File: config.mk
export PLATFORM = sky130hd
export DESIGN_NAME = msro_ctrl
export DESIGN_NICKNAME = d
export VERILOG_FILES = /design/src/rtl/core/msro_pkg.sv /design/src/rtl/core/msro_ctrl.sv
export SDC_FILE = /design/constraint.sdc
export NUM_CORES = 1
export LEC_CHECK = 0
export BUFFER_PORTS_ARGS = -buffer_cell sky130_fd_sc_hd__buf_4
export CAP_MARGIN = 20
export CORE_MARGIN = 2
export CORE_UTILIZATION = 24
export DETAILED_ROUTE_END_ITERATION = 6
export PLACE_DENSITY = 0.44
export SYNTH_ARGS = -nofsm -noshare
export SYNTH_HDL_FRONTEND = slang
export SYNTH_SLANG_ARGS = --single-unit
File: constraint.sdc
create_clock -name clk -period 2.8 [get_ports clk]
set_input_delay 0.56 -clock clk [delete_from_list [all_inputs] [get_ports clk]]
set_output_delay 0.56 -clock clk [all_outputs]
set_load 0.1 [all_outputs]
File: src/rtl/core/msro_pkg.sv
// Shared types, constants and helper functions of the mass-spring ring oscillator.
package msro_pkg;

  localparam int MAX_WEIGHTS_DEF = 64;
  localparam int RING_MIN        = 4;

  // configuration register indexes
  localparam logic [2:0] REG_RING_SIZE   = 3'd0;
  localparam logic [2:0] REG_SPRING      = 3'd1;
  localparam logic [2:0] REG_DAMPING     = 3'd2;
  localparam logic [2:0] REG_INV_MASS    = 3'd3;
  localparam logic [2:0] REG_TIME_STEP   = 3'd4;
  localparam logic [2:0] REG_SCAN_INCR   = 3'd5;

  localparam int RING_SIZE_RST            = 64;
  localparam logic [23:0] SPRING_RST      = 24'd131072;
  localparam logic [23:0] DAMPING_RST     = 24'd16384;
  localparam logic [23:0] INV_MASS_RST    = 24'd1310720;
  localparam logic [15:0] TIME_STEP_RST   = 16'd655;
  localparam logic [15:0] SCAN_INCR_RST   = 16'd0;

  // start-up sine table generation
  localparam int SINE_ONE     = 65536;
  localparam int SINE_PI      = 205887;
  localparam int SINE_HALF_PI = 102944;
  localparam int SINE_SPAN    = 408814;
  localparam int SINE_TERMS   = 5;
  localparam int RECIP_SHIFT  = 25;

  localparam int DAC_MID = 2048;
  localparam int DAC_MAX = 4095;

  localparam logic signed [63:0] Q_MAX = 64'sd8388607;
  localparam logic signed [63:0] Q_MIN = -64'sd8388608;

  typedef enum logic [1:0] {
    OPER_SAMPLE  = 2'd0,
    OPER_PHYSICS = 2'd1,
    OPER_PLUCK   = 2'd2,
    OPER_EXCITE  = 2'd3
  } oper_t;

  typedef enum logic [5:0] {
    ST_INI_START, ST_INI_SQ, ST_INI_X2, ST_INI_TMUL, ST_INI_DIV,
    ST_INI_TUPD, ST_INI_XT, ST_INI_WR, ST_INI_ZERO,
    ST_IDLE,
    ST_SM_PTR, ST_SM_RDI, ST_SM_RDJ, ST_SM_MUL, ST_SM_OUT,
    ST_V_RD, ST_V_MUL, ST_V_WR,
    ST_P_RD, ST_P_MUL, ST_P_WR,
    ST_A_RD0, ST_A_RDL, ST_A_INIT, ST_A_RD, ST_A_DIFF, ST_A_MK, ST_A_MZ,
    ST_A_F, ST_A_MH, ST_A_ML, ST_A_WR,
    ST_PL_RD, ST_PL_WR, ST_EX_RD, ST_EX_WR
  } state_t;

  typedef enum logic [5:0] {
    OP_NOP,
    OP_INI_START, OP_INI_SQ, OP_INI_X2, OP_INI_TMUL, OP_INI_DIV,
    OP_INI_TUPD, OP_INI_XT, OP_INI_WR, OP_INI_ZERO,
    OP_SM_PTR, OP_SM_RDI, OP_SM_RDJ, OP_SM_MUL, OP_SM_OUT,
    OP_V_RD, OP_V_MUL, OP_V_WR,
    OP_P_RD, OP_P_MUL, OP_P_WR,
    OP_A_RD0, OP_A_RDL, OP_A_INIT, OP_A_RD, OP_A_DIFF, OP_A_MK, OP_A_MZ,
    OP_A_F, OP_A_MH, OP_A_ML, OP_A_WR,
    OP_PL_RD, OP_PL_WR, OP_EX_RD, OP_EX_WR
  } dp_op_t;

  typedef struct packed {
    dp_op_t     op;
    logic [2:0] k;
    logic       latch;
  } dp_cmd_t;

  // ceil(2^25/d) for the series divisors 110, 72, 42, 20, 6; exact below 2^18
  function automatic logic [22:0] sine_recip(input logic [2:0] k);
    unique case (k)
      3'd0:    return 23'd305041;
      3'd1:    return 23'd466034;
      3'd2:    return 23'd798916;
      3'd3:    return 23'd1677722;
      default: return 23'd5592406;
    endcase
  endfunction

  function automatic logic signed [23:0] sat24(input logic signed [63:0] x);
    if (x > Q_MAX) return 24'sh7FFFFF;
    if (x < Q_MIN) return -24'sh800000;
    return x[23:0];
  endfunction

endpackage

File: src/rtl/core/msro_ctrl.sv
// Controller: sequencer for start-up fill, sample, physics, pluck and excite words.
module msro_ctrl #(
  parameter int MAX_WEIGHTS = msro_pkg::MAX_WEIGHTS_DEF
) (
  input  logic                           clk,
  input  logic                           rst,
  input  logic                           op_valid,
  output logic                           op_stall,
  input  logic [1:0]                     operation,
  output logic                           dac_valid,
  input  logic                           dac_stall,
  input  logic [$clog2(MAX_WEIGHTS)-1:0] n_m1,
  output msro_pkg::dp_cmd_t              cmd,
  output logic [$clog2(MAX_WEIGHTS)-1:0] idx
);
  import msro_pkg::*;

  localparam int IW = $clog2(MAX_WEIGHTS);
  localparam int N0 = (MAX_WEIGHTS < RING_SIZE_RST) ? MAX_WEIGHTS : RING_SIZE_RST;

  state_t        state, state_next;
  logic [IW-1:0] idx_next;
  logic [2:0]    k, k_next;
  logic          room, last, fill_last, sine_more;

  assign room      = !dac_valid || !dac_stall;
  assign last      = idx == n_m1;
  assign fill_last = idx == IW'(MAX_WEIGHTS - 1);
  assign sine_more = ((IW+1)'(idx) + (IW+1)'(1)) < (IW+1)'(N0);
  assign op_stall  = state != ST_IDLE;

  always_ff @(posedge clk) begin
    if (rst) begin
      state     <= ST_INI_START;
      idx       <= '0;
      k         <= '0;
      dac_valid <= 1'b0;
    end else begin
      state <= state_next;
      idx   <= idx_next;
      k     <= k_next;
      if (state == ST_SM_OUT && room) begin
        dac_valid <= 1'b1;
      end else if (!dac_stall) begin
        dac_valid <= 1'b0;
      end
    end
  end

  // next state
  always_comb begin
    state_next = state;
    idx_next   = idx;
    k_next     = k;
    unique case (state)
      ST_INI_START: begin
        idx_next   = '0;
        state_next = ST_INI_SQ;
      end
      ST_INI_SQ: state_next = ST_INI_X2;
      ST_INI_X2: begin
        k_next     = '0;
        state_next = ST_INI_TMUL;
      end
      ST_INI_TMUL: state_next = ST_INI_DIV;
      ST_INI_DIV:  state_next = ST_INI_TUPD;
      ST_INI_TUPD: begin
        if (k == 3'(SINE_TERMS - 1)) begin
          state_next = ST_INI_XT;
        end else begin
          k_next     = k + 3'd1;
          state_next = ST_INI_TMUL;
        end
      end
      ST_INI_XT: state_next = ST_INI_WR;
      ST_INI_WR, ST_INI_ZERO: begin
        if (fill_last) begin
          state_next = ST_IDLE;
        end else begin
          idx_next   = IW'(idx + 1'b1);
          state_next = sine_more ? ST_INI_SQ : ST_INI_ZERO;
        end
      end
      ST_IDLE: begin
        if (op_valid) begin
          unique case (oper_t'(operation))
            OPER_SAMPLE:  state_next = ST_SM_PTR;
            OPER_PHYSICS: begin
              idx_next   = '0;
              state_next = ST_V_RD;
            end
            OPER_PLUCK:   state_next = ST_PL_RD;
            OPER_EXCITE:  state_next = ST_EX_RD;
          endcase
        end
      end
      ST_SM_PTR: state_next = ST_SM_RDI;
      ST_SM_RDI: state_next = ST_SM_RDJ;
      ST_SM_RDJ: state_next = ST_SM_MUL;
      ST_SM_MUL: state_next = ST_SM_OUT;
      ST_SM_OUT: begin
        if (room) begin
          state_next = ST_IDLE;
        end
      end
      ST_V_RD:  state_next = ST_V_MUL;
      ST_V_MUL: state_next = ST_V_WR;
      ST_V_WR: begin
        if (last) begin
          idx_next   = '0;
          state_next = ST_P_RD;
        end else begin
          idx_next   = IW'(idx + 1'b1);
          state_next = ST_V_RD;
        end
      end
      ST_P_RD:  state_next = ST_P_MUL;
      ST_P_MUL: state_next = ST_P_WR;
      ST_P_WR: begin
        if (last) begin
          state_next = ST_A_RD0;
        end else begin
          idx_next   = IW'(idx + 1'b1);
          state_next = ST_P_RD;
        end
      end
      ST_A_RD0: state_next = ST_A_RDL;
      ST_A_RDL: state_next = ST_A_INIT;
      ST_A_INIT: begin
        idx_next   = '0;
        state_next = ST_A_RD;
      end
      ST_A_RD:   state_next = ST_A_DIFF;
      ST_A_DIFF: state_next = ST_A_MK;
      ST_A_MK:   state_next = ST_A_MZ;
      ST_A_MZ:   state_next = ST_A_F;
      ST_A_F:    state_next = ST_A_MH;
      ST_A_MH:   state_next = ST_A_ML;
      ST_A_ML:   state_next = ST_A_WR;
      ST_A_WR: begin
        if (last) begin
          state_next = ST_IDLE;
        end else begin
          idx_next   = IW'(idx + 1'b1);
          state_next = ST_A_RD;
        end
      end
      ST_PL_RD: state_next = ST_PL_WR;
      ST_PL_WR: state_next = ST_IDLE;
      ST_EX_RD: state_next = ST_EX_WR;
      ST_EX_WR: state_next = ST_IDLE;
      default:  state_next = ST_IDLE;
    endcase
  end

  // datapath commands
  always_comb begin
    cmd.k     = k;
    cmd.latch = (state == ST_IDLE) && op_valid;
    cmd.op    = OP_NOP;
    unique case (state)
      ST_INI_START: cmd.op = OP_INI_START;
      ST_INI_SQ:    cmd.op = OP_INI_SQ;
      ST_INI_X2:    cmd.op = OP_INI_X2;
      ST_INI_TMUL:  cmd.op = OP_INI_TMUL;
      ST_INI_DIV:   cmd.op = OP_INI_DIV;
      ST_INI_TUPD:  cmd.op = OP_INI_TUPD;
      ST_INI_XT:    cmd.op = OP_INI_XT;
      ST_INI_WR:    cmd.op = OP_INI_WR;
      ST_INI_ZERO:  cmd.op = OP_INI_ZERO;
      ST_SM_PTR:    cmd.op = OP_SM_PTR;
      ST_SM_RDI:    cmd.op = OP_SM_RDI;
      ST_SM_RDJ:    cmd.op = OP_SM_RDJ;
      ST_SM_MUL:    cmd.op = OP_SM_MUL;
      ST_SM_OUT:    cmd.op = room ? OP_SM_OUT : OP_NOP;
      ST_V_RD:      cmd.op = OP_V_RD;
      ST_V_MUL:     cmd.op = OP_V_MUL;
      ST_V_WR:      cmd.op = OP_V_WR;
      ST_P_RD:      cmd.op = OP_P_RD;
      ST_P_MUL:     cmd.op = OP_P_MUL;
      ST_P_WR:      cmd.op = OP_P_WR;
      ST_A_RD0:     cmd.op = OP_A_RD0;
      ST_A_RDL:     cmd.op = OP_A_RDL;
      ST_A_INIT:    cmd.op = OP_A_INIT;
      ST_A_RD:      cmd.op = OP_A_RD;
      ST_A_DIFF:    cmd.op = OP_A_DIFF;
      ST_A_MK:      cmd.op = OP_A_MK;
      ST_A_MZ:      cmd.op = OP_A_MZ;
      ST_A_F:       cmd.op = OP_A_F;
      ST_A_MH:      cmd.op = OP_A_MH;
      ST_A_ML:      cmd.op = OP_A_ML;
      ST_A_WR:      cmd.op = OP_A_WR;
      ST_PL_RD:     cmd.op = OP_PL_RD;
      ST_PL_WR:     cmd.op = OP_PL_WR;
      ST_EX_RD:     cmd.op = OP_EX_RD;
      ST_EX_WR:     cmd.op = OP_EX_WR;
      default:      cmd.op = OP_NOP;
    endcase
  end

`ifndef SYNTH
  a_term_count: assert property (@(posedge clk) disable iff (rst)
    state == ST_INI_TUPD |-> k < 3'(SINE_TERMS))
    else $error("series term count overran");

  a_dac_hold: assert property (@(posedge clk) disable iff (rst)
    (dac_valid && dac_stall) |=> dac_valid)
    else $error("stalled output word dropped");

  a_dac_load: assert property (@(posedge clk) disable iff (rst)
    (state == ST_SM_OUT && !dac_valid) |=> dac_valid)
    else $error("sample not presented");

  a_sample_start: assert property (@(posedge clk) disable iff (rst)
    (op_valid && !op_stall && operation == OPER_SAMPLE) |=> state == ST_SM_PTR)
    else $error("sample word did not start scan");
`endif

endmodule

=== After elaboration in Yosys (flattened, before gate mapping) ===
Cells that the tools add are included.

* Word-level logic and storage cells: 94
* Bits of input ports: 12
* Flip-flop bits (word level): 16

* Magnitude comparators: 1
* Reductions and logical operators: 15
* Mux-type cells: 22
* Add/subtract/negate cells: 3
* Equal/unequal tests: 49

{| class="wikitable"
|+ Operators with widths
! operator !! count
|-
| $pmux W6 S35 || 1
|-
| $pmux W6 S33 || 1
|-
| $eq A6 B5 Y1 const B || 16
|-
| $eq A6 B4 Y1 const B || 8
|-
| $mux W6 || 7
|-
| $eq A6 B6 Y1 const B || 5
|-
| $pmux W6 S5 || 1
|-
| $eq A6 B3 Y1 const B || 4
|-
| $pmux W6 S4 || 1
|-
| $eq A6 B2 Y1 const B || 2
|-
| $mux W4 || 3
|-
| $mux W5 || 2
|-
| $ne A2 B2 Y1 const B || 5
|-
| $mux W3 || 3
|-
| $add A6 B1 Y7 const B || 1
|-
| $lt A7 B7 Y1 const B || 1
|-
| $add A6 B1 Y6 const B || 1
|-
| $eq A6 B1 Y1 const B || 1
|-
| $eq A6 B6 Y1 || 1
|-
| $logic_not A6 Y1 || 1
|-
| $ne A6 B4 Y1 const B || 1
|-
| $pmux W3 S2 || 1
|-
| $reduce_or A2 Y1 || 3
|-
| $reduce_and A5 Y1 || 1
|-
| other kinds (13) || 19
|}

=== Logic depth before layout (Yosys ltp) ===
Gate-level depths: netlist of the first run.

* Word-level depth: 5
* Depth in mapped cells: 9
* Gate-level depth less buffers: 7

=== Worst setup path before layout of the first run ===
No wires, ideal clock.

* Path kind: register to output
* Start point: register state[3]
* End point: output cmd[7] (netlist bit)
* Arrival: 5.812 ns
* Cell stages (with the launch flop): 6
* Buffers on the path: 3
* Path slack: -3.572 ns
* Data required time: 2.240 ns
* Path through: dfxtp_1 > buf_2 > clkbuf_1 > clkbuf_1 > o31ai_1 > a2111oi_0

{| class="wikitable"
|+ RTL lines
! what !! line !! text
|-
| from (decl) || msro_ctrl.sv:21 || <nowiki>state_t state, state_next;</nowiki>
|-
| from (signal assigned) || msro_ctrl.sv:39 || <nowiki>state <= state_next;</nowiki>
|-
| to (decl) || msro_ctrl.sv:13 || <nowiki>output msro_pkg::dp_cmd_t cmd,</nowiki>
|}

==> summary.txt, run 1 <==
Global route
  • Largest net degree at the start of global routing: 26
  • First-pass GRT wire length: 8280 µm
  • Vias in the first global route: 1623
  • GR Overflow Total: 0
  • Antenna violations before repair: 0
  • GRT Util Overall: 13.9%

Layout
  • Multi-input gate area: 0.00121 mm²
  • P&R area growth vs syn: 30.6%
  • Final nets: 267
  • Fraction of layout cells with a size suffix above 1: 28.3%
  • Fin util: 32.6%
  • Diodes inserted: 0
  • Post-route cell area: 0.00207 mm²
  • FF/Latch Area: 322 µm²
  • Fillers: 694
  • Final std cells w/o fill: 328

Power
  • Maximum vdd drop: 0.000217 V
  • Cell Pwr Density: 322 mW/mm²
  • Lkg Pwr: 0.744 nW
  • Total Power: 666 µW

Synthesis
  • Library cells used by synthesis: 54
  • Async SR Flop Fraction: 0%
  • Post-Syn Area: 0.00158 mm²
  • Most frequent cell after synthesis: nor2_1
  • Synth Register Bits: 16
  • Synth cell count leaders: 22 x nor2_1, 16 x a21oi_1, 16 x dfxtp_1, 16 x nand2_1, 13 x xnor2_1
  • Dominant synthesized flop cell: dfxtp_1
  • Seq/Total Area, Yosys: 20.2%
  • Synth top area share: 20.2%
  • Synthesized Nets: 232
  • Warning count from the yosys run: 0
  • Synth area leaders: dfxtp_1 20%, xnor2_1 7.2%, nor2_1 5.2%
  • Post-synth top area cell: dfxtp_1
  • Mapped Cells: 217
  • EDFF count, synth: 0
  • Synth Area per Inst: 7.29 µm²

Clocking
  • CTS Hold Buffers Added: 0
  • Worst skew pair latency: 250 ps
  • CTS clk-pin slew, worst paths: 70 ps
  • CTS buffer count: 3
  • CTS tree: built
  • Post-CTS resize count: 0
  • Clock Path Buffers: 2
  • H-Tree Depth: 1
  • CTS root buf: clkbuf_8
  • Post-CTS Setup Inserts: 0
  • Clock sinks: 16

Routing
  • Vias after detailed routing: 1724
  • Number of vias per cell: 5.26
  • Starting DRT DRC Count: 103
  • Routed WL per cell: 15.4 µm
  • Final WL: 5050 µm
  • Remaining DRCs: 0
  • TritonRoute pass-1 iters: 4
  • Post-DRT Antenna Nets: 0

Floorplanning
  • Die area: 0.00726 mm²
  • Die height: 85.2 µm
  • Row cnt: 29
  • Core area: 0.00635 mm²
  • Boundary pin count: 30
  • Die X: 85.2 µm
  • Initial Util: 24.9%

Worst setup path
  • Worst EP arrival: 2040 ps
  • Delay-heaviest family, CP: flip-flops
  • CP Capture Type: primary output
  • Critical Path, Cell by Cell: and2_0, nand3_1, a2bb2oi_1, o21ai_2, buf_4
  • Critical path class: reg2out
  • Worst EP required: 2240 ps
  • Reg2reg end: idx[1]
  • Buf/Inv on CP: 1
  • Critical R2R Launch: state[1]
  • Reg-to-reg setup timing slack: 420 ps
  • Crit Path Max Fanout: 16
  • Peak per-stage delay on the critical path: 630 ps
  • R2r worst-path depth: 6
  • CP max stage cell: dfxtp_1
  • Crit path launch type: flip-flop

Min path
  • Worst Hold Class: reg2reg
  • Worst hold path startpoint: k[0]
  • Hold path depth: 2
  • Worst hold endpoint: k[0]

Place
  • Count of placed standard cells including taps: 324
  • PortBufs: 29
  • GP Congestion: 0.840
  • Dpl hpwl: 3870 µm
  • Placed Instance Area: 0.00201 mm²

STA
  • Final min period: 2600 ps
  • RSZ-0062 raised after global routing: false
  • Fin crit share: 92.9%
  • Worst-margin pin slew: 683 ps
  • Final Skew: 2.66 ps
  • FMAX: 384 MHz
  • Slew Viols, Final: 0
  • Final Hold Viols: 0
  • Setup violations, final: 0
  • Slew headroom: 53.9%

Job
  • Max Cap Viol: 0

Run status
  • Status: complete, no violations
cell type report:
| type | count | area share [%] |
|---|---|---|
| flip-flops and latches | 16 | 15.6 |
| multi-input cells | 177 | 58.8 |
| repair buffers | 47 | 17.1 |
| inverters | 7 | 1.27 |
| well taps | 77 | 4.66 |
| clock buffers | 4 | 2.66 |
layer usage:
metal  vias to the layer above  track usage [%]  share of wire [%]
met1                       819             19.1                 48
met3                         6             2.72                2.8
met4                         0             1.73                1.0
met5                         -                0                  0
met2                        34             23.2                 49
li1                        865                -                  -
power breakdown:
group          leakage, nW  internal, mW  switching [mW]
Clock               0.0288         0.125          0.0899
Combinational        0.585        0.0748           0.127
Sequential           0.130         0.233          0.0163
sequential cells by signal, indices dropped and copies added, names as in the netlist:
register,flops
dac_valid,1
idx,6
k,3
state,6
cells in the final DEF (no fill, tap or decap), drive strengths merged, types with 4 or more instances in the layout:
master and n:
buf 47, nor2 24, a21oi 16, nand2 16, dfxtp 16, xnor2 13, nand3 12, o21ai 11
a31oi 7, inv 7, nor3 7, nor2b 6, nor4 5, clkbuf 4, and2 4, nor4b 4
nor3b 4
kinds of logic after synthesis:
group | share of synthesized area (%)
AO/OA/AOI/OAI | 24.3
XOR/XNOR | 7.19
adder cells (fa/ha/maj) | 2.37
buffers and inverters | 6.32
flip-flops | 20.2
multiplexers | 1.90
AND/OR/NAND/NOR | 37.7
metrics by stage:
step	hold WS [ps]	setup TNS, ps	setup slack [ps]
2_1_floorplan	752	-229	-123
3_3_place_gp	507	0	281
3_5_place_dp	500	0	292
4_1_cts	513	0	15.7
5_1_grt	543	0	54.5
6_report	509	0	198
worst max path at each step:
stage | startpoint | end | slack (ps) | cells past startpoint
2_1_floorplan | state[3] | cmd[7] | -120 | 5
3_3_place_gp | state[2] | cmd[5] | 280 | 5
3_5_place_dp | state[2] | cmd[5] | 290 | 5
4_1_cts | state[2] | cmd[5] | 20 | 5
5_1_grt | state[3] | cmd[5] | 50 | 5
6_report | state[3] | cmd[5] | 200 | 5
tightest hold or removal path: cells and delay by family (launching register included):
kind,cells,cell delay [ps]
and+or+nand+nor,1,70
DFF,1,340
AOI/OAI and AO/OA,1,50
Power figures use the tool's default switching activity.
==> run 2: changes to the inputs <==
--- a/config.mk
+++ b/config.mk
@@ -5,12 +5,13 @@
 export SDC_FILE = /design/constraint.sdc
 export NUM_CORES = 1
 export LEC_CHECK = 0
+export ABC_AREA = 1
 export BUFFER_PORTS_ARGS = -buffer_cell sky130_fd_sc_hd__buf_4
 export CAP_MARGIN = 20
 export CORE_MARGIN = 2
 export CORE_UTILIZATION = 24
 export DETAILED_ROUTE_END_ITERATION = 6
-export PLACE_DENSITY = 0.44
+export PLACE_DENSITY = 0.43
 export SYNTH_ARGS = -nofsm -noshare
 export SYNTH_HDL_FRONTEND = slang
 export SYNTH_SLANG_ARGS = --single-unit
==> run 2 against run 1 <==
- sequential cell count unchanged
- total power increased to 3.3 times the previous value
- first-iteration DRC count increased by 85%
- count of clock-buffer cells in the layout unchanged
- critical path type unchanged
- highest routed layer unchanged
==> summary.txt, run 2 <==
Synthesis
  • EDFF count, synth: 0 (unchanged)
  • Largest family of logic cells by synthesized area: simple AND/OR/NAND/NOR gates
  • Dominant synthesized flop cell: dfxtp_1
  • Seq/Total Area, Yosys: 17.1% (-3.1 points)
  • Most frequent cell after synthesis: nand2_1
  • Library cells used by synthesis: 29 (-46%)
  • Synth top area share: 20.7% (+0.46 points)
  • Mapped Cells: 338 (+56%)
  • Synthesized Nets: 353 (+52%)
  • Async SR Flop Fraction: 0% (unchanged)
  • Post-Syn Area: 0.00187 mm² (+18%)
  • Post-Synth Simple-Gate Area: 61.5% (+24 points)
  • Post-synth top area cell: nand2_1
  • Synth Area per Inst: 5.53 µm² (-24%)
  • Synth Register Bits: 16 (unchanged)
  • Synth Area in Compound Gates: 7.70% (-17 points)
  • Post-synthesis mux area share: 0% (-1.9 points)
  • Warning count from the yosys run: 0 (unchanged)
  • Synth area leaders: nand2_1 21%, dfxtp_1 17%, nor2_1 12%
  • Synth cell count leaders: 103 x nand2_1, 58 x nor2_1, 33 x inv_1, 32 x nand3_1, 16 x dfxtp_1
  • XOR/XNOR Fraction of Synth Area: 1.88% (-5.3 points)
  • Adder-cell share of the synthesized area: 2.01% (-0.36 points)

Clocking
  • Clock Path Buffers: 2 (unchanged)
  • H-Tree Depth: 1 (unchanged)
  • CTS buffer count: 3 (unchanged)
  • CTS clk-pin slew, worst paths: 70 ps (about the same)
  • CTS Hold Buffers Added: 0 (unchanged)
  • CTS tree: built
  • Clock sinks: 16 (unchanged)
  • Worst skew pair latency: 260 ps (about the same)
  • CTS root buf: clkbuf_8

Floorplanning
  • Die height: 92.2 µm (+8.2%)
  • Initial Util: 24.4% (-0.50 points)
  • Boundary pin count: 30 (unchanged)
  • Die area: 0.00851 mm² (+17%)
  • Row cnt: 32 (+10%)
  • Core area: 0.00765 mm² (+20%)
  • Die X: 92.2 µm (+8.2%)

Layout
  • Fin util: 30.0% (-2.5 points)
  • Multi-input gate area: 0.00137 mm² (+13%)
  • Fraction of layout cells with a size suffix above 1: 21.4% (-6.8 points)
  • Fillers: 861 (+24%)
  • Diodes inserted: 0 (unchanged)
  • Most common cell after layout, fill and taps aside: nand2_1
  • Final nets: 389 (+46%)
  • FF/Latch Area: 320 µm² (-0.39%)
  • Most frequent cells in the layout: 103 x nand2_1, 57 x nor2_1, 34 x buf_4
  • P&R area growth vs syn: 22.8%
  • Largest registers: idx: 6 flops, state: 6 flops, k: 3 flops

Worst setup path
  • CP Capture Type: primary output
  • CP max stage cell: dfxtp_1
  • Worst EP arrival: 2050 ps (about the same)
  • Critical Path, Cell by Cell: nand2_1, clkinv_1, nand2_1, nor2_1, nand2_1, inv_1, a31oi_1, o2111ai_2, buf_4
  • Crit path launch type: flip-flop
  • Worst Setup EP: cmd[6]
  • R2r worst-path depth: 11 (+5)
  • Critical path class: reg2out
  • Worst EP required: 2240 ps (about the same)
  • Reg-to-reg setup timing slack: 880 ps (+460 ps)
  • Critical Path Most Common Cell: nand2_1
  • Crit Path Max Fanout: 5 (-11)
  • CP startpoint: state[3]
  • Buf/Inv on CP: 3 (+2)
  • Critical R2R Launch: state[4]
  • Delay-heaviest family, CP: simple AND/OR/NAND/NOR gates
  • Reg2reg end: state[3]
  • Peak per-stage delay on the critical path: 370 ps (-260 ps)
  • Crit path depth: 9 (+4)

Routing
  • Routed WL per cell: 13.5 µm (-12%)
  • Number of vias per cell: 4.68 (-11%)
  • Final WL: 6410 µm (+27%)
  • Post-DRT Antenna Nets: 0 (unchanged)
  • Remaining DRCs: 0 (unchanged)
  • Starting DRT DRC Count: 191 (+85%)
  • Vias after detailed routing: 2223 (+29%)
  • TritonRoute pass-1 iters: 5 (+1)

STA
  • Setup violations, final: 0 (unchanged)
  • Slew Viols, Final: 0 (unchanged)
  • Final Skew: 3.49 ps (+0.829 ps)
  • Worst-margin pin slew: 390 ps (-293 ps)
  • FMAX: 383 MHz (-0.47%)
  • Final setup margin: 186 ps (-12.2 ps)
  • Fin crit share: 93.4% (+0.43 points)
  • Final Hold Viols: 0 (unchanged)
  • Final min period: 2610 ps (+12.2 ps)
  • RSZ-0062 raised after global routing: false
  • Final setup TNS: 0 ps (unchanged)
  • Slew headroom: 73.9% (+20 points)

Job
  • Max Cap Viol: 0 (unchanged)

Place
  • Dpl hpwl: 5180 µm (+34%)
  • PortBufs: 29 (unchanged)
  • Worst slack at placement: 382 ps (+89.8 ps)
  • GP Congestion: 0.933 (+11%)

Global route
  • Largest net degree at the start of global routing: 19 (-27%)
  • GRT Util Overall: 15.2% (+1.3 points)
  • GR Overflow Total: 0 (unchanged)
  • Vias in the first global route: 2017 (+24%)
  • First-pass GRT wire length: 10300 µm (+24%)
  • Antenna violations before repair: 0 (unchanged)

Run status
  • Status: complete, no violations

Min path
  • Worst Hold Class: reg2reg

Power
  • Maximum vdd drop: 0.000422 V (+94%)
  • Lkg Pwr: 1.24 nW (+67%)
  • Cell Pwr Density: 960 mW/mm² (+200%)
run 2: cell count changes after synthesis, moves of 5 or more:
cell	previous run	this run
a31oi_1	7	1
clkbuf_1	10	1
inv_1	6	33
inv_2	1	8
nand2_1	16	103
nand2_2	0	10
nand3_1	12	32
nand3_2	0	5
nand4_1	3	11
nor2_1	22	58
nor2_4	0	6
nor2b_1	6	0
xnor2_1	13	0
run 2: where the power goes:
part	internal [mW]	switching [mW]	leakage [nW]
Clock	0.125	0.0947	0.0288
Combinational	0.401	1.23	1.08
Sequential	0.274	0.0778	0.130
Total	0.800	1.40	1.24
run 2: kinds of logic after synthesis:
kind of cell,count (synthesis)
xor+xnor,4
compound gates,26
buf+inv,46
flops,16
fa+ha+maj,3
simple gates,243
run 2: worst min path at each step:
stage          slack (ps)  cells past startpoint         to       from
2_1_floorplan         640                      1       k[0]        rst
3_3_place_gp          490                      2  dac_valid  dac_valid
3_5_place_dp          490                      2  dac_valid  dac_valid
4_1_cts               500                      2  dac_valid  dac_valid
5_1_grt               540                      2  dac_valid  dac_valid
6_report              500                      2       k[1]       k[1]
run 2: repair_timing:
item                                    CTS  global route
endpoints found under the setup margin    0             2
endpoints found under the hold margin     0             0
buffers inserted                          0             3
resized for setup                         0             0
run 2: metrics by stage:
stage	total power [mW]	cells	cell area [µm²]	hold slack, ps
4_1_cts	2.20	472	2270	502
3_5_place_dp	1.98	468	2220	492
6_report	2.20	475	2290	503
2_1_floorplan	1.61	338	1880	638
3_3_place_gp	2.00	468	2220	486
5_1_grt	2.34	475	2290	545
run 2: layer usage:
layer	GRT usage, %	vias up	part of all wire, %
met4	6.72	0	2.5
li1	-	1163	-
met5	0	-	0
met3	1.64	16	5.8
met1	22.0	967	50
met2	22.6	77	42
run 2: layout make-up:
cell class	count	area share, %
inverter	43	7.09
timing repair buffer	34	11.1
tap	102	5.56
clock buffer	4	2.40
multi-input combinational	276	59.9
sequential	16	14.0
run 2: worst reg2reg max path, cell delays in order, from the launching register on:
cell and delay, ps:
dfxtp_1 420, nand2_2 140, inv_2 290, nand3_1 250
nand2_1 170, nor2_1 80, nand2_1 110, nor2_1 50
nand2_1 80, nand2_1 60, nor2_1 100, nor2_1 60
==> run 3: changes to the inputs <==
--- a/config.mk
+++ b/config.mk
@@ -9,9 +9,9 @@
 export BUFFER_PORTS_ARGS = -buffer_cell sky130_fd_sc_hd__buf_4
 export CAP_MARGIN = 20
 export CORE_MARGIN = 2
-export CORE_UTILIZATION = 24
+export CORE_UTILIZATION = 60
 export DETAILED_ROUTE_END_ITERATION = 6
-export PLACE_DENSITY = 0.43
+export PLACE_DENSITY = 0.87
 export SYNTH_ARGS = -nofsm -noshare
 export SYNTH_HDL_FRONTEND = slang
 export SYNTH_SLANG_ARGS = --single-unit
==> run 3 against run 2 <==
- count of clock-buffer cells in the layout unchanged
- worst setup slack got worse by 68 ps
- clock power fell by 23%
- worst hold slack better by 16 ps
- fmax decreased by 2.5%
- combinational power is essentially flat
- total power is 2.4% lower
- global-route usage rose by 19 points
- wire length shrank 9.1%
- clock skew up 8.0 ps
- sequential cell count unchanged
==> summary.txt, run 3 (synthesized netlist as in run 2, its figures left out) <==
Run status
  • Status: complete, no violations

Routing
  • TritonRoute pass-1 iters: 5 (unchanged)
  • Starting DRT DRC Count: 262 (+37%)
  • Routed WL per cell: 14.5 µm (+7.4%)
  • Final WL: 5830 µm (-9.1%)
  • Post-DRT Antenna Nets: 0 (unchanged)
  • Vias after detailed routing: 2388 (+7.4%)
  • Remaining DRCs: 0 (unchanged)
  • Number of vias per cell: 5.94 (+27%)

Clocking
  • CTS root buf: clkbuf_4
  • Clock Path Buffers: 2 (unchanged)
  • Worst skew pair latency: 310 ps (+50 ps)
  • CTS clk-pin slew, worst paths: 120 ps (+50 ps)
  • CTS buffer count: 3 (unchanged)
  • CTS Hold Buffers Added: 0 (unchanged)
  • Clock sinks: 16 (unchanged)
  • CTS tree: built
  • H-Tree Depth: 1 (unchanged)

Worst setup path
  • Crit path launch type: flip-flop
  • Worst EP arrival: 2120 ps (+70 ps)
  • CP Capture Type: primary output
  • Critical path class: reg2out
  • Crit Path Max Fanout: 9 (+4)
  • Worst EP required: 2240 ps (about the same)

Floorplanning
  • Core area: 0.00300 mm² (-61%)
  • Die X: 59.8 µm (-35%)
  • Row cnt: 20 (-38%)
  • Initial Util: 62.2% (+38 points)
  • Boundary pin count: 30 (unchanged)
  • Die height: 59.8 µm (-35%)
  • Die area: 0.00358 mm² (-58%)

STA
  • Slew Viols, Final: 0 (unchanged)
  • Final setup TNS: 0 ps (unchanged)
  • Final Skew: 11.5 ps (+8.04 ps)
  • Final Hold Viols: 0 (unchanged)
  • Setup violations, final: 0 (unchanged)
  • RSZ-0062 raised after global routing: false
  • Hold_ws: 519 ps (+16.3 ps)
  • Worst-margin pin slew: 367 ps (-23.6 ps)
  • Final min period: 2680 ps (+67.9 ps)
  • Final setup margin: 118 ps (-67.9 ps)
  • FMAX: 373 MHz (-2.5%)
  • Fin crit share: 95.8% (+2.4 points)
  • Slew headroom: 75.5% (+1.6 points)

Place
  • Worst slack at placement: 485 ps (+103 ps)
  • GP Congestion: 1.01 (+7.9%)
  • PortBufs: 29 (unchanged)
  • Dpl hpwl: 4720 µm (-8.9%)
  • Count of placed standard cells including taps: 398 (-15%)

Layout
  • Most common cell after layout, fill and taps aside: nand2_1
  • Final std cells w/o fill: 402 (-15%)
  • P&R area growth vs syn: 15.8%
  • Largest registers: idx: 6 flops, state: 6 flops, k: 3 flops
  • Most frequent cells in the layout: 103 x nand2_1, 57 x nor2_1, 33 x inv_1
  • Diodes inserted: 0 (unchanged)
  • Fraction of layout cells with a size suffix above 1: 20.9% (-0.58 points)
  • Final nets: 385 (-1.0%)

Power
  • Int Pwr: 751 µW (-6.1%)
  • Net load switching power: 1.40 mW (-0.22%)
  • Total Power: 2.15 mW (-2.4%)
  • Maximum vdd drop: 0.000709 V (+68%)
  • Cell Pwr Density: 994 mW/mm² (+3.6%)
  • Lkg Pwr: 1.21 nW (-2.3%)
  • Reg power frac: 16.2% (+0.2 points)
  • Sw frac: 65.1% (+1.4 points)
  • Clk network pwr share: 7.9% (-2.1 points)
  • Combinational Power Share: 75.9% (+1.8 points)

Global route
  • GRT Util Overall: 33.9% (+19 points)
  • GR Overflow Total: 0 (unchanged)
  • Vias in the first global route: 2012 (-0.25%)
  • First-pass GRT wire length: 9090 µm (-11%)
  • Largest net degree at the start of global routing: 19 (unchanged)
  • Antenna violations before repair: 0 (unchanged)

Job
  • Max Cap Viol: 0 (unchanged)

Min path
  • Worst Hold Class: reg2reg
run 3: changes by cell type in the layout (fill, tap and decap cells not counted):
cell / delta
clkinv_1: -1
clkinvlp_4: +1
buf_4: -4
clkbuf_4: +3
clkbuf_8: -3
run 3: cell type report:
type / count / area [µm²]
flip-flops and latches: 16 / 320
clock buffers: 4 / 36.3
inverters: 43 / 166
repair buffers: 30 / 225
multi-input cells: 276 / 1370
fillers: 271 / 840
well taps: 33 / 41.3
run 3: repair_timing:
item / in CTS / in global routing
resized for setup: 0 / 1
setup buffers: 0 / 0
endpoints found under the setup margin: 0 / 1
run 3: path summary, 6_finish.rpt:
| kind | from | to | slack, ps | cells after the start |
|---|---|---|---|---|
| worst min register to register | dac_valid | dac_valid | 520 | 2 |
| worst max-delay path | state[2] | cmd[6] | 120 | 9 |
| worst min-delay path | dac_valid | dac_valid | 520 | 2 |
| worst max register to register | state[5] | state[3] | 780 | 12 |
run 3: metrics by stage:
step / instance area, µm² / util [%]
2_1_floorplan: 1880 / -
3_3_place_gp: 2120 / 70.7
3_5_place_dp: 2120 / 70.7
4_1_cts: 2160 / 71.9
5_1_grt: 2160 / 72.0
6_report: 2160 / 72.0
run 3: power by group through the flow:
stage	clock network (mW)	logic, mW	registers, mW
3_3_place_gp	0	1.59	0.346
2_1_floorplan	0	1.14	0.480
3_5_place_dp	0	1.60	0.351
6_report	0.169	1.63	0.349
5_1_grt	0.177	1.72	0.355
4_1_cts	0.166	1.60	0.345
run 3: routing by layer:
layer / track usage (%) / part of all wire [%] / vias up
li1: - / - / 1150
met1: 45.9 / 41 / 1060
met2: 52.3 / 45 / 156
met3: 6.49 / 11 / 22
met4: 14.0 / 2.8 / 0
met5: 0 / 0 / -
run 3: critical path: stages (launching register included):
cell	delay, ps
dfxtp_1	370
nand2_1	180
clkinvlp_4	230
nand2_1	190
nor2_1	80
nand2_1	80
inv_1	60
a31oi_1	220
o2111ai_2	140
buf_4	260
